<file path="config.mk">
export PLATFORM = sky130hd
export DESIGN_NAME = compacting_list_store_flat
export DESIGN_NICKNAME = d
export VERILOG_FILES = /design/src/rtl/core/clst_pkg.sv /design/src/rtl/core/clst_if.sv /design/src/rtl/core/clst_cell.sv /design/src/rtl/core/clst_chain.sv /design/src/rtl/core/compacting_list_store.sv /design/src/flat_wrapper.sv
export VERILOG_INCLUDE_DIRS = /design/src /design/src/rtl/core
export SDC_FILE = /design/constraint.sdc
export NUM_CORES = 2
export LEC_CHECK = 0
export BUFFER_PORTS_ARGS = -buffer_cell sky130_fd_sc_hd__buf_2
export CAP_MARGIN = 40
export CORE_UTILIZATION = 45
export CTS_CLUSTER_DIAMETER = 150
export DETAILED_ROUTE_END_ITERATION = 8
export GPL_TIMING_DRIVEN = 0
export MAX_ROUTING_LAYER = met4
export PLACE_DENSITY = 0.62
export SLEW_MARGIN = 10
export SYNTH_ARGS = -nofsm -noshare
export SYNTH_HDL_FRONTEND = slang
export SYNTH_SLANG_ARGS = --single-unit
</file>
<file path="constraint.sdc">
create_clock -name clk -period 7.4 [get_ports clk]
set_clock_uncertainty 0.05 [all_clocks]
set_input_delay 1.11 -clock clk [delete_from_list [all_inputs] [get_ports clk]]
set_output_delay 1.11 -clock clk [all_outputs]
set_load 0.05 [all_outputs]
</file>
<file path="src/rtl/core/assert_macros.svh">
// Assertion macros of the list store, included by its top RTL module.
// Each macro expects signals named clk and arst_n in the scope where it is used.
`ifndef ASSERT_MACROS_SVH
`define ASSERT_MACROS_SVH

// Property checked at every rising clock edge, disabled while reset is asserted.
`define ASSERT_CLK(label, prop, msg) \
	label: assert property (@(posedge clk) disable iff (!arst_n) (prop)) else $error(msg);

// Implication checked at every rising clock edge, disabled while reset is asserted.
`define ASSERT_IMPL(label, pre, post, msg) \
	label: assert property (@(posedge clk) disable iff (!arst_n) (pre) |-> (post)) \
		else $error(msg);

`endif

</file>
<file path="src/rtl/core/clst_pkg.sv">
// Package of the compacting list store: sizes, codes and the cell control bundle.
// Used by the channel interfaces and every RTL module; depends on nothing.
package clst_pkg;

	localparam int CAPACITY = 64;
	localparam int IDX_W = (CAPACITY > 1) ? $clog2(CAPACITY) : 1;
	localparam int CNT_W = $clog2(CAPACITY + 1);
	localparam int DATA_W = 32;
	localparam int MODE_W = 2;
	localparam int STATUS_W = 3;

	typedef logic [IDX_W-1:0] idx_t;
	typedef logic [CNT_W-1:0] cnt_t;
	typedef logic [DATA_W-1:0] data_t;

	typedef enum logic [MODE_W-1:0] {
		MODE_INSERT   = 2'd0,
		MODE_DELETE   = 2'd1,
		MODE_TRAVERSE = 2'd2
	} mode_t;

	typedef enum logic [STATUS_W-1:0] {
		ST_INSERTED  = 3'd0,
		ST_FULL      = 3'd1,
		ST_DELETED   = 3'd2,
		ST_NOT_FOUND = 3'd3,
		ST_ELEMENT   = 3'd4,
		ST_EMPTY     = 3'd5
	} status_t;

	typedef struct packed {
		logic ins_en;
		idx_t ins_idx;
		logic shift;
		logic tail_load;
		idx_t tail_idx;
	} cell_ctrl_t;

endpackage

</file>
<file path="src/rtl/core/clst_if.sv">
// Valid/ready channel interfaces of the list store: request words and response words.
// Depends on clst_pkg for the field widths.
interface clst_in_if import clst_pkg::*; ();
	logic                     valid;
	logic                     ready;
	logic [MODE_W-1:0]        mode;
	logic signed [DATA_W-1:0] value;

	modport source (output valid, output mode, output value, input ready);
	modport sink (input valid, input mode, input value, output ready);
endinterface

interface clst_out_if import clst_pkg::*; ();
	logic                     valid;
	logic                     ready;
	logic [STATUS_W-1:0]      status;
	logic signed [DATA_W-1:0] element;
	logic                     last;

	modport source (output valid, output status, output element, output last, input ready);
	modport sink (input valid, input status, input element, input last, output ready);
endinterface

</file>
<file path="src/rtl/core/clst_cell.sv">
// One storage cell of the list store chain: holds one entry and takes its neighbor's
// entry, the head entry or an inserted word. Depends on clst_pkg.
module clst_cell import clst_pkg::*; (
	input  logic       clk,
	input  cell_ctrl_t ctrl,
	input  idx_t       my_idx,
	input  data_t      nbr_data,
	input  data_t      head_data,
	input  data_t      ins_data,
	output data_t      data
);

	data_t data_q;

	always_ff @(posedge clk) begin
		if (ctrl.shift) begin
			if (ctrl.tail_load && (ctrl.tail_idx == my_idx)) begin
				data_q <= head_data;
			end else begin
				data_q <= nbr_data;
			end
		end else if (ctrl.ins_en && (ctrl.ins_idx == my_idx)) begin
			data_q <= ins_data;
		end
	end

	assign data = data_q;

endmodule

</file>
<file path="src/rtl/core/clst_chain.sv">
// Row of CAPACITY storage cells, each passing its entry down to its lower neighbor, the lowest to the highest.
// Depends on clst_pkg and clst_cell.
module clst_chain import clst_pkg::*; (
	input  logic       clk,
	input  cell_ctrl_t ctrl,
	input  data_t      ins_data,
	output data_t      head
);

	data_t cell_data [CAPACITY];

	for (genvar k = 0; k < CAPACITY; k++) begin : g_cell
		data_t nbr;
		if (k == CAPACITY - 1) begin : g_end
			assign nbr = cell_data[0];
		end else begin : g_mid
			assign nbr = cell_data[k+1];
		end
		clst_cell u_cell (
			.clk      (clk),
			.ctrl     (ctrl),
			.my_idx   (IDX_W'(k)),
			.nbr_data (nbr),
			.head_data(cell_data[0]),
			.ins_data (ins_data),
			.data     (cell_data[k])
		);
	end

	assign head = cell_data[0];

endmodule

</file>
<file path="src/rtl/core/compacting_list_store.sv">
// Compacting list store: an insert is accepted and its response word is valid in the next
// cycle. A delete or a traverse on n stored words holds the request side through the accept
// and n rotation steps; a delete answers after its last step, a traverse gives one response
// word per step. On an empty store both answer like an insert. Steps and accepts wait on an
// untaken word.
// Reset (arst_n low) empties the store and drops any pending response; entries hold junk.
module compacting_list_store import clst_pkg::*; (
	input  logic          clk,
	input  logic          arst_n,
	clst_in_if.sink       req,
	clst_out_if.source    rsp
);

	`include "assert_macros.svh"

	typedef enum logic [1:0] {
		S_IDLE = 2'b01,
		S_ROT  = 2'b10
	} state_t;

	state_t     st_q;
	cnt_t       cnt_q;
	cnt_t       len_q;
	cnt_t       step_q;
	logic       found_q;
	logic       is_del_q;
	logic       out_vld_q;
	data_t      val_q;
	status_t    status_q;
	data_t      element_q;
	logic       last_q;

	cell_ctrl_t ctrl;
	data_t      head;
	logic       out_free;
	logic       in_fire;
	logic       rot_adv;
	logic       hit;
	logic       drop;
	logic       fin;
	logic       room;
	logic       res_load;
	status_t    res_status;
	data_t      res_element;
	logic       res_last;

	assign out_free = !out_vld_q || rsp.ready;
	assign req.ready = (st_q == S_IDLE) && out_free;
	assign in_fire = req.valid && req.ready;
	assign rot_adv = (st_q == S_ROT) && out_free;
	assign hit = (head == val_q);
	assign drop = is_del_q && !found_q && hit;
	assign fin = (step_q == cnt_q - CNT_W'(1));
	assign room = (cnt_q < CNT_W'(CAPACITY));

	always_comb begin
		ctrl.ins_en = in_fire && (mode_t'(req.mode) == MODE_INSERT) && room;
		ctrl.ins_idx = IDX_W'(cnt_q);
		ctrl.shift = rot_adv;
		ctrl.tail_load = !drop;
		ctrl.tail_idx = IDX_W'(len_q - CNT_W'(1));
	end

	clst_chain u_chain (
		.clk     (clk),
		.ctrl    (ctrl),
		.ins_data(data_t'(req.value)),
		.head    (head)
	);

	always_comb begin
		res_load = 1'b0;
		res_status = ST_INSERTED;
		res_element = '0;
		res_last = 1'b1;
		if (in_fire) begin
			case (mode_t'(req.mode))
				MODE_INSERT: begin
					res_load = 1'b1;
					res_status = room ? ST_INSERTED : ST_FULL;
				end
				MODE_DELETE: begin
					res_load = (cnt_q == '0);
					res_status = ST_NOT_FOUND;
				end
				MODE_TRAVERSE: begin
					res_load = (cnt_q == '0);
					res_status = ST_EMPTY;
				end
				default: begin
					res_load = 1'b0;
				end
			endcase
		end else if (rot_adv) begin
			if (is_del_q) begin
				res_load = fin;
				res_status = (found_q || drop) ? ST_DELETED : ST_NOT_FOUND;
			end else begin
				res_load = 1'b1;
				res_status = ST_ELEMENT;
				res_element = head;
				res_last = fin;
			end
		end
	end

	always_ff @(posedge clk or negedge arst_n) begin
		if (!arst_n) begin
			st_q <= S_IDLE;
			cnt_q <= '0;
			len_q <= '0;
			step_q <= '0;
			found_q <= 1'b0;
			is_del_q <= 1'b0;
			out_vld_q <= 1'b0;
		end else begin
			if (res_load) begin
				out_vld_q <= 1'b1;
			end else if (rsp.ready) begin
				out_vld_q <= 1'b0;
			end
			case (st_q)
				S_IDLE: begin
					if (ctrl.ins_en) begin
						cnt_q <= cnt_q + CNT_W'(1);
					end
					if (in_fire && (cnt_q != '0) &&
					    ((mode_t'(req.mode) == MODE_DELETE) ||
					     (mode_t'(req.mode) == MODE_TRAVERSE))) begin
						st_q <= S_ROT;
						is_del_q <= (mode_t'(req.mode) == MODE_DELETE);
						len_q <= cnt_q;
						step_q <= '0;
						found_q <= 1'b0;
					end
				end
				S_ROT: begin
					if (rot_adv) begin
						step_q <= step_q + CNT_W'(1);
						if (drop) begin
							found_q <= 1'b1;
							len_q <= len_q - CNT_W'(1);
						end
						if (fin) begin
							st_q <= S_IDLE;
							if (found_q || drop) begin
								cnt_q <= cnt_q - CNT_W'(1);
							end
						end
					end
				end
				default: begin
					st_q <= S_IDLE;
				end
			endcase
		end
	end

	always_ff @(posedge clk) begin
		if (in_fire) begin
			val_q <= data_t'(req.value);
		end
		if (res_load) begin
			status_q <= res_status;
			element_q <= res_element;
			last_q <= res_last;
		end
	end

	assign rsp.valid = out_vld_q;
	assign rsp.status = STATUS_W'(status_q);
	assign rsp.element = element_q;
	assign rsp.last = last_q;

	`ASSERT_CLK(a_cnt_bound, cnt_q <= CNT_W'(CAPACITY), "Fill count exceeds capacity.")
	`ASSERT_IMPL(a_ins_count, ctrl.ins_en, ##1 (cnt_q == $past(cnt_q) + CNT_W'(1)), "Insert lost.")
	`ASSERT_IMPL(a_rot_len, st_q == S_ROT, (len_q <= cnt_q) && (step_q < cnt_q), "Bad rotation.")
	`ASSERT_IMPL(a_trav_fin, rot_adv && !is_del_q && fin, ##1 (rsp.valid && rsp.last), "No last.")

endmodule
</file>
<file path="src/flat_wrapper.sv">
// flat-port wrapper written by rule: the top's interface ports become plain ports
module compacting_list_store_flat import clst_pkg::*;
  (clk, arst_n, req_valid, req_mode, req_value, req_ready, rsp_valid, rsp_status, rsp_element, rsp_last, rsp_ready);
  clst_in_if req_i ();
  clst_out_if rsp_i ();
  input  logic clk;
  input  logic arst_n;
  input wire logic [$bits(req_i.valid)-1:0] req_valid;
  input wire logic [$bits(req_i.mode)-1:0] req_mode;
  input wire logic [$bits(req_i.value)-1:0] req_value;
  output wire logic [$bits(req_i.ready)-1:0] req_ready;
  output wire logic [$bits(rsp_i.valid)-1:0] rsp_valid;
  output wire logic [$bits(rsp_i.status)-1:0] rsp_status;
  output wire logic [$bits(rsp_i.element)-1:0] rsp_element;
  output wire logic [$bits(rsp_i.last)-1:0] rsp_last;
  input wire logic [$bits(rsp_i.ready)-1:0] rsp_ready;
  assign req_i.valid = req_valid;
  assign req_i.mode = req_mode;
  assign req_i.value = req_value;
  assign req_ready = req_i.ready;
  assign rsp_valid = rsp_i.valid;
  assign rsp_status = rsp_i.status;
  assign rsp_element = rsp_i.element;
  assign rsp_last = rsp_i.last;
  assign rsp_i.ready = rsp_ready;
  compacting_list_store u_core (.clk(clk), .arst_n(arst_n), .req(req_i), .rsp(rsp_i));
endmodule
</file>
==> results.toml <==
[placement]
gp_congestion = 1.13
dpl.hpwl_mm = 388
io_buffers = 75
place_area_sq_um = 122000

[sta]
period_share_pct = 76.6
post-route-min-period_ns = 5.67
worst_pin_slew_ns = 1.12
drv_slew = 0
rsz0062_at_grt = "no"
max_freq_ghz = 0.176
maxSlewHeadroom_pct = 24.8
fin_tns_setup_ns = 0
hold_viol = 0
setup_violations = 0

[clock_network]
post_cts_buffers = 0
cts_hold_buf = 0
clock_tree.root_cell = "clkbuf_16"
clockBufferDepth = 3
tritoncts = "done"
htree_num_levels = 4
path_clk_slew_ns = 0.06
clock_latency_ns = 0.95
cts_sinks = 2141
cts_resized = 0
cts_buffers = 231

[grt]
overflow = 0
grt_pass1_wl_mm = 687
grt_pass1_vias = 84000
grt_util_all_layers_pct = 41.6
grt_start_max_net_pins = 40
antenna_found_initial = 46

[synth]
synth_cell_type_count = 62
synth_top_area_cell = "edfxtp_1"
ys_ff_latch = 2141
synth-edff-count = 2116
ys_seq_area_share_pct = 58.5
synthArstFlopShare_pct = 1.17
ys.flop_type = "edfxtp_1"
syn_avg_cell_area_sq_um = 13.4
synthCells = 8183
ys_warn_count = 0
synth_area_sq_um = 110000
synth_top_area_share_pct = 57.9
synth_area_leaders = "edfxtp_1 (58%), a211oi_1 (20%), a211oi_2 (11%), clkbuf_1 (2.7%), buf_6 (2.1%)"
synth_nets = 8236

[setup_path]
slowest_delay_ns = 0.85
cpLargestDelayFamily = "buffers and inverters"
cpMostUsedCell = "buf_2"
crit_path_max_fanout = 10
crit_chain = "inv_1, ha_1, buf_2, nor3b_1, xor2_1, buf_2, buf_4, nand2_1, nor2_1, buf_2, a211oi_2, a211oi_2"
start_kind = "flip-flop"
crit_slowest_cell = "a211oi_2"
endpoint_kind = "flip-flop"
critPathKind = "flip-flop to flip-flop"
cp.required_ns = 7.93
crit_buf_inv = 5
arrival_ns = 6.20

[floorplanning]
io_pins = 76
rows = 180
die_area_sq_um = 246000
die_w_um = 496
die_h_um = 496
start_util_pct = 45.5
coreArea_sq_um = 241000

[cells_and_area]
fill_cells = 20200
nets = 9001
finalInstanceArea_sq_um = 130000
drive_above_1_share_pct = 26.2
areaGrowthSynthToFinish_pct = 18.3
final_util_pct = 53.8

[detailed_routing]
drtIter0Drc = 13700
vias = 89700
ant_nets = 0
routed_wl_mm = 503
dr.pass1.iters = 6
drc_errors = 0
avgRoutedWirePerCell_um = 40.4
viasPerCell = 7.21

[status]
status = "finished clean"

[hold_path]
hold_path.class = "primary input to async pin"

[power_and_ir_drop]
power.density_nw_per_um2 = 305
power_leakage_nw = 38.1
max-vdd-ir-drop_mv = 0.251

[run]
max-cap-violations = 0
## layer usage
metal / track usage [%] / share of wire (%) / routed length [um]
met1: 49.1 / 36 / 181000
met3: 16.2 / 13 / 66800
met4: 29.6 / 8.9 / 44700
met5: - / 0 / 0
met2: 57.7 / 42 / 210000
## path summary, 6_finish.rpt
| check | start | end | slack (ns) | cells after the start |
|---|---|---|---|---|
| setup reg to reg | u_core.len_q[0]$_DFFE_PN0P_ | u_core.u_chain.g_cell[55].u_cell.data[7]$_DFFE_PP_ | 1.73 | 12 |
| hold / removal | arst_n | u_core.step_q[0]$_DFFE_PN0P_ | 0.13 | 1 |
| hold reg to reg | u_core.u_chain.g_cell[1].u_cell.data[11]$_DFFE_PP_ | u_core.u_chain.g_cell[0].u_cell.data[11]$_DFFE_PP_ | 0.48 | 2 |
| min in group clk | req_value[12] | u_core.val_q[12]$_DFFE_PN_ | 0.37 | 1 |
| setup / recovery | u_core.len_q[0]$_DFFE_PN0P_ | u_core.u_chain.g_cell[55].u_cell.data[7]$_DFFE_PP_ | 1.73 | 12 |
| max in group asynchronous | arst_n | u_core.cnt_q[3]$_DFFE_PN0P_ | 6.76 | 1 |
## cell usage after synthesis (all sizes together), types with 2 or more instances
cell type	number
o221ai	2
a211oi	3969
mux2	5
o31ai	2
nand3	14
clkinv	2
xor2	7
and3	4
o21a	5
clkbuf	779
edfxtp	2116
nor3b	2
dfrtp	24
nor2b	4
nand4	15
and2	88
ha	15
nand2	198
nor3	73
a32o	2
inv	19
or3	5
a21oi	12
buf	539
o22ai	2
o211ai	3
o32ai	2
o21ai	85
a31oi	2
or2	2
nand2b	17
nor2	89
o2111ai	10
nor4	7
mux2i	2
or4	6
nand3b	3
xnor2	38
## through the flow
stage	total power, mW	hold slack (ns)	setup WS [ns]	instances
5_1_grt	40.1	0.183	1.92	12400
3_3_place_gp	25.9	0.462	-1.40	11400
2_1_floorplan	21.7	0.420	2.10	8183
4_1_cts	38.9	0.137	2.15	12300
6_report	39.6	0.131	1.73	12400
3_5_place_dp	27.1	0.459	1.93	11900
## registers in the layout (all words and copies together) (netlist names)
| name | count |
|---|---|
| u_core.cnt_q | 7 |
| u_core.val_q | 32 |
| u_core.found_q | 1 |
| u_core.rsp.status | 3 |
| u_core.u_chain.g_cell.u_cell.data | 2048 |
| u_core.len_q | 6 |
| u_core.rsp.element | 32 |
| u_core.rsp.valid | 1 |
| u_core.st_q | 2 |
| u_core.is_del_q | 1 |
| u_core.rsp.last | 1 |
| u_core.step_q | 7 |
## cells in the final DEF (no fill, tap or decap), drive strengths merged, types with 17 or more instances in the layout
master,count
a211oi,3969
edfxtp,2116
buf,1071
clkbuf,1062
nand2,198
clkinv,120
nor2,89
and2,88
diode,87
o21ai,85
nor3,73
xnor2,38
inv,26
bufinv,25
dfrtp,24
nand2b,17
## cell type report
| type | instances | area, sq um | area share (%) |
|---|---|---|---|
| antenna | 87 | 218 | 0.168 |
| clock inverter | 158 | 1620 | 1.25 |
| multi-input combinational | 4703 | 40100 | 30.9 |
| buffer | 1318 | 6640 | 5.11 |
| tap | 3185 | 3990 | 3.07 |
| inverter | 21 | 80.1 | 0.0616 |
| sequential | 2141 | 64200 | 49.4 |
| clock buffer | 283 | 6020 | 4.63 |
| timing repair buffer | 532 | 7010 | 5.40 |
## worst register-to-register path, delay by kind of cell (launching register included)
family,cells,cell delay (ns)
compound gates,2,1.00
xor+xnor,1,0.42
fa+ha+maj,1,0.15
buf+inv,5,1.64
flops,1,0.50
simple gates,3,1.53
## power breakdown
group	internal, mW	switching, mW
clock network	6.68	5.31
registers	15.8	0.823
logic	2.86	8.11
## kinds of logic (layout without fill, tap and decap cells)
logic type / after synthesis / in the layout / synth area share [%]
muxes: 7 / 7 / 0.0695
adders and majority gates: 15 / 15 / 0.171
xor gates and xnor gates: 46 / 46 / 0.388
and+or+nand+nor: 531 / 531 / 2.45
other: 0 / 87 / 0
buffers and inverters: 1339 / 2312 / 6.12
AOI/OAI and AO/OA: 4104 / 4104 / 32.3
DFF: 2141 / 2141 / 58.5
Power figures use the tool's default switching activity.
